File: src/hw/rtl/rdc_pkg.sv
// shared constants and types for the real-number dft impulse corrector
// no dependencies
`default_nettype none

package rdc_pkg;

  localparam int SAMPLE_WIDTH_DEF = 32;
  localparam int NUM_SAMPLES      = 6;
  localparam int THRESH_WIDTH     = 31;
  localparam int PADDR_WIDTH      = 3;

  localparam logic [THRESH_WIDTH-1:0] THRESH_RESET = 31'd409600;
  localparam logic [PADDR_WIDTH-1:0]  ADDR_DETECT_THRESHOLD = 3'd0;

  typedef enum logic {
    OP_ENCODE = 1'b0,
    OP_DECODE = 1'b1
  } op_e;

endpackage

`default_nettype wire

File: src/hw/rtl/rdc_lane.sv
// one sample lane: subtracts the impulse value when selected and saturates
// depends on rdc_pkg
`default_nettype none

module rdc_lane
  import rdc_pkg::*;
#(
  parameter int SAMPLE_WIDTH = SAMPLE_WIDTH_DEF
) (
  input  logic [SAMPLE_WIDTH-1:0]        sample_i,
  input  logic                           sel_i,
  input  logic signed [SAMPLE_WIDTH+3:0] sub_i,
  output logic [SAMPLE_WIDTH-1:0]        word_o
);

  localparam int W  = SAMPLE_WIDTH;
  localparam int DW = W + 5;

  localparam logic signed [DW-1:0] SMAX = {{6{1'b0}}, {(W-1){1'b1}}};
  localparam logic signed [DW-1:0] SMIN = {{6{1'b1}}, {(W-1){1'b0}}};

  logic signed [DW-1:0] diff;

  always_comb begin
    diff = DW'(signed'(sample_i)) - DW'(sub_i);
    if (!sel_i) begin
      word_o = sample_i;
    end else if (diff > SMAX) begin
      word_o = SMAX[W-1:0];
    end else if (diff < SMIN) begin
      word_o = SMIN[W-1:0];
    end else begin
      word_o = diff[W-1:0];
    end
  end

endmodule

`default_nettype wire

File: config.mk
export PLATFORM = sky130hd
export DESIGN_NAME = rdc_lane
export DESIGN_NICKNAME = d
export VERILOG_FILES = /design/src/hw/rtl/rdc_pkg.sv /design/src/hw/rtl/rdc_lane.sv
export SDC_FILE = /design/constraint.sdc
export NUM_CORES = 1
export LEC_CHECK = 0
export BUFFER_PORTS_ARGS = -buffer_cell sky130_fd_sc_hd__clkbuf_2
export CORE_MARGIN = 3
export CORE_UTILIZATION = 57
export DETAILED_ROUTE_END_ITERATION = 8
export GPL_ROUTABILITY_DRIVEN = 0
export PLACE_DENSITY = 0.95
export SLEW_MARGIN = 0
export SYNTH_ARGS = -nofsm -noshare
export SYNTH_HDL_FRONTEND = slang
export SYNTH_SLANG_ARGS = --single-unit
File: constraint.sdc
create_clock -name vclk -period 7
set_clock_uncertainty 0.2 [all_clocks]
set_input_delay 1.4 -clock vclk [all_inputs]
set_output_delay 1.4 -clock vclk [all_outputs]
set_load 0.01 [all_outputs]
==> results.json <==
{
  "outcome": "finished clean",
  "track_usage_pct": 28.7,
  "netlist_area_mm2": 0.00267,
  "cp_slowest_cell": "fa_1",
  "area_delta_synth_final_pct": 19.0,
  "hold_depth": 4,
  "register_area_um2": 0,
  "routedWlPerCell_um": 14.9,
  "final_common_cell": "clkbuf_2",
  "max-vdd-ir-drop_mv": 0.0571,
  "cp-startpoint": "sample_i[0]",
  "start_util_pct": 60.0,
  "worstMarginPinSlew_ps": 745,
  "num_vias": 3390,
  "overflow": 0,
  "startpoint_type": "primary input",
  "cts.repair.resized": 0,
  "power_density_mw_per_mm2": 108,
  "cp-end-kind": "output port",
  "drc": 0,
  "total_power_mw": 0.343,
  "setup_viol": 0,
  "drtIter0Drc": 362,
  "clkbuf_count": 0,
  "seq_cells": 0,
  "layout_common_cells": "101 x clkbuf_2, 62 x inv_1, 36 x ha_1",
  "portBuffers": 101,
  "diodes": 0,
  "min-delay-start": "sample_i[12]",
  "final_layout_size_suffix_gt1_share_pct": 22.9,
  "hold_path.class": "primary input to output port",
  "grt_max_degree": 38,
  "cp_max_fo": 20,
  "dp.cells": 546,
  "grt_first_pass_wirelength_um": 13200,
  "max_freq_ghz": 0.154,
  "finalMaxSlewViolations": 0,
  "fin_nets": 602,
  "fp.dieH_um": 74.4,
  "synth_cells": 410,
  "die_w_um": 74.4,
  "grt_pass1_vias": 3246,
  "ys_warn_count": 0,
  "cp_cell_sequence": "clkbuf_2 > inv_1 > ha_1 > fa_1 > nor2b_1 > o211ai_1 > a21oi_1 > buf_4 > a221oi_4 > a211oi_1 > nor2_1 > xnor2_1 > a41o_1 > nand2_1 > buf_4 > o22ai_1 > clkbuf_2",
  "hpwl_um": 6760,
  "final_hold_viol_count": 0,
  "crit_path_max_incr_delay_ps": 420,
  "yosysSeqAreaShare_pct": 0,
  "cp.depth": 17,
  "synth.distinct_cells": 55,
  "detail-route-antenna-nets": 0,
  "first_pass_iters": 5,
  "final_cells": 546,
  "leakagePower_nw": 1.78,
  "rows": 24,
  "syn_area_per_cell_um2": 6.51,
  "cts_setup_buffers": 0,
  "antenna_found_initial": 0,
  "finalInstanceArea_mm2": 0.00317,
  "routed_via_density": 6.21,
  "synth_fp_nets": 516,
  "dieArea_mm2": 0.00554,
  "slew_headroom_pct": 50.3,
  "required_ps": 5400,
  "crit_type": "primary input to output port",
  "placed_cell_area_mm2": 0.00317,
  "io_pins": 101,
  "finalCoreUtilization_pct": 71.4,
  "core_mm2": 0.00444,
  "maxCapViolations": 0,
  "rsz0062_at_grt": "false",
  "tns_ps": 0,
  "fin_crit_ps": 6510,
  "wl_um": 8130,
  "critPathBufInv": 5,
  "cts_hold_buf": 0,
  "cp_data_arrival_time_ps": 4910,
  "crit_family": "compound AO/OA/AOI/OAI gates",
  "post-route-period-util_pct": 93.0
}
per-stage QoR:
stage          setup slack (ps)  hold WS [ps]
2_1_floorplan              1200          2730
3_3_place_gp                679          2920
3_5_place_dp                596          2920
4_1_cts                     569          2920
5_1_grt                     222          2930
6_report                    489          2920
Yosys cell counts (all sizes together) (2+ instances only):
| master | n | area, um2 |
|---|---|---|
| a211o | 3 | 26.3 |
| a211oi | 7 | 52.6 |
| a21o | 20 | 150 |
| a21oi | 33 | 173 |
| a2bb2oi | 6 | 52.6 |
| a31oi | 5 | 31.3 |
| and2 | 8 | 50.1 |
| and3 | 4 | 25.0 |
| buf | 7 | 37.5 |
| clkbuf | 13 | 48.8 |
| ha | 36 | 450 |
| inv | 62 | 233 |
| nand2 | 23 | 86.3 |
| nand2b | 17 | 114 |
| nand3 | 7 | 35.0 |
| nand4 | 10 | 62.6 |
| nor2 | 34 | 128 |
| nor2b | 4 | 25.0 |
| nor3 | 2 | 10.0 |
| o2111ai | 5 | 43.8 |
| o211a | 2 | 20.0 |
| o211ai | 4 | 30.0 |
| o21a | 6 | 45.0 |
| o21ai | 16 | 80.1 |
| o21bai | 3 | 22.5 |
| o22ai | 20 | 125 |
| o31ai | 2 | 20.0 |
| xnor2 | 16 | 148 |
| xor2 | 15 | 131 |
final timing paths:
check / slack (ps) / end
setup / recovery: 490 / word_o[16]
hold / removal: 2920 / word_o[12]
layer usage:
layer | global-route usage [%] | vias to the layer above | share of wire (%)
li1 | - | 1632 | -
met1 | 33.5 | 1547 | 39
met2 | 54.5 | 174 | 51
met3 | 1.08 | 37 | 6.4
met4 | 11.3 | 0 | 3.9
met5 | 0 | - | 0
worst min-delay path, delay by kind of cell:
kind / cells / cell delay (ps)
AO/OA/AOI/OAI: 1 / 60
buffers and inverters: 3 / 250
final cells by class:
type,instances,area [um2]
multi-input cells,328,2350
fillers,370,1270
repair buffers,104,528
inverters,62,233
well taps,52,65.1
cell families (layout without fill, tap and decap cells):
logic type	after synthesis	after routing	share of synthesized area (%)
AOI/OAI and AO/OA	147	147	38.8
and+or+nand+nor	113	113	21.2
buffers and inverters	82	166	12.0
adders and majority gates	37	37	17.6
xor gates and xnor gates	31	31	10.5
power breakdown:
part           leakage [nW]  total, mW  switching [mW]  internal, mW
clock network             0          0               0             0
registers                 0          0               0             0
logic                  1.78      0.343           0.196         0.147
No activity file was read; power rests on OpenSTA's default activity.
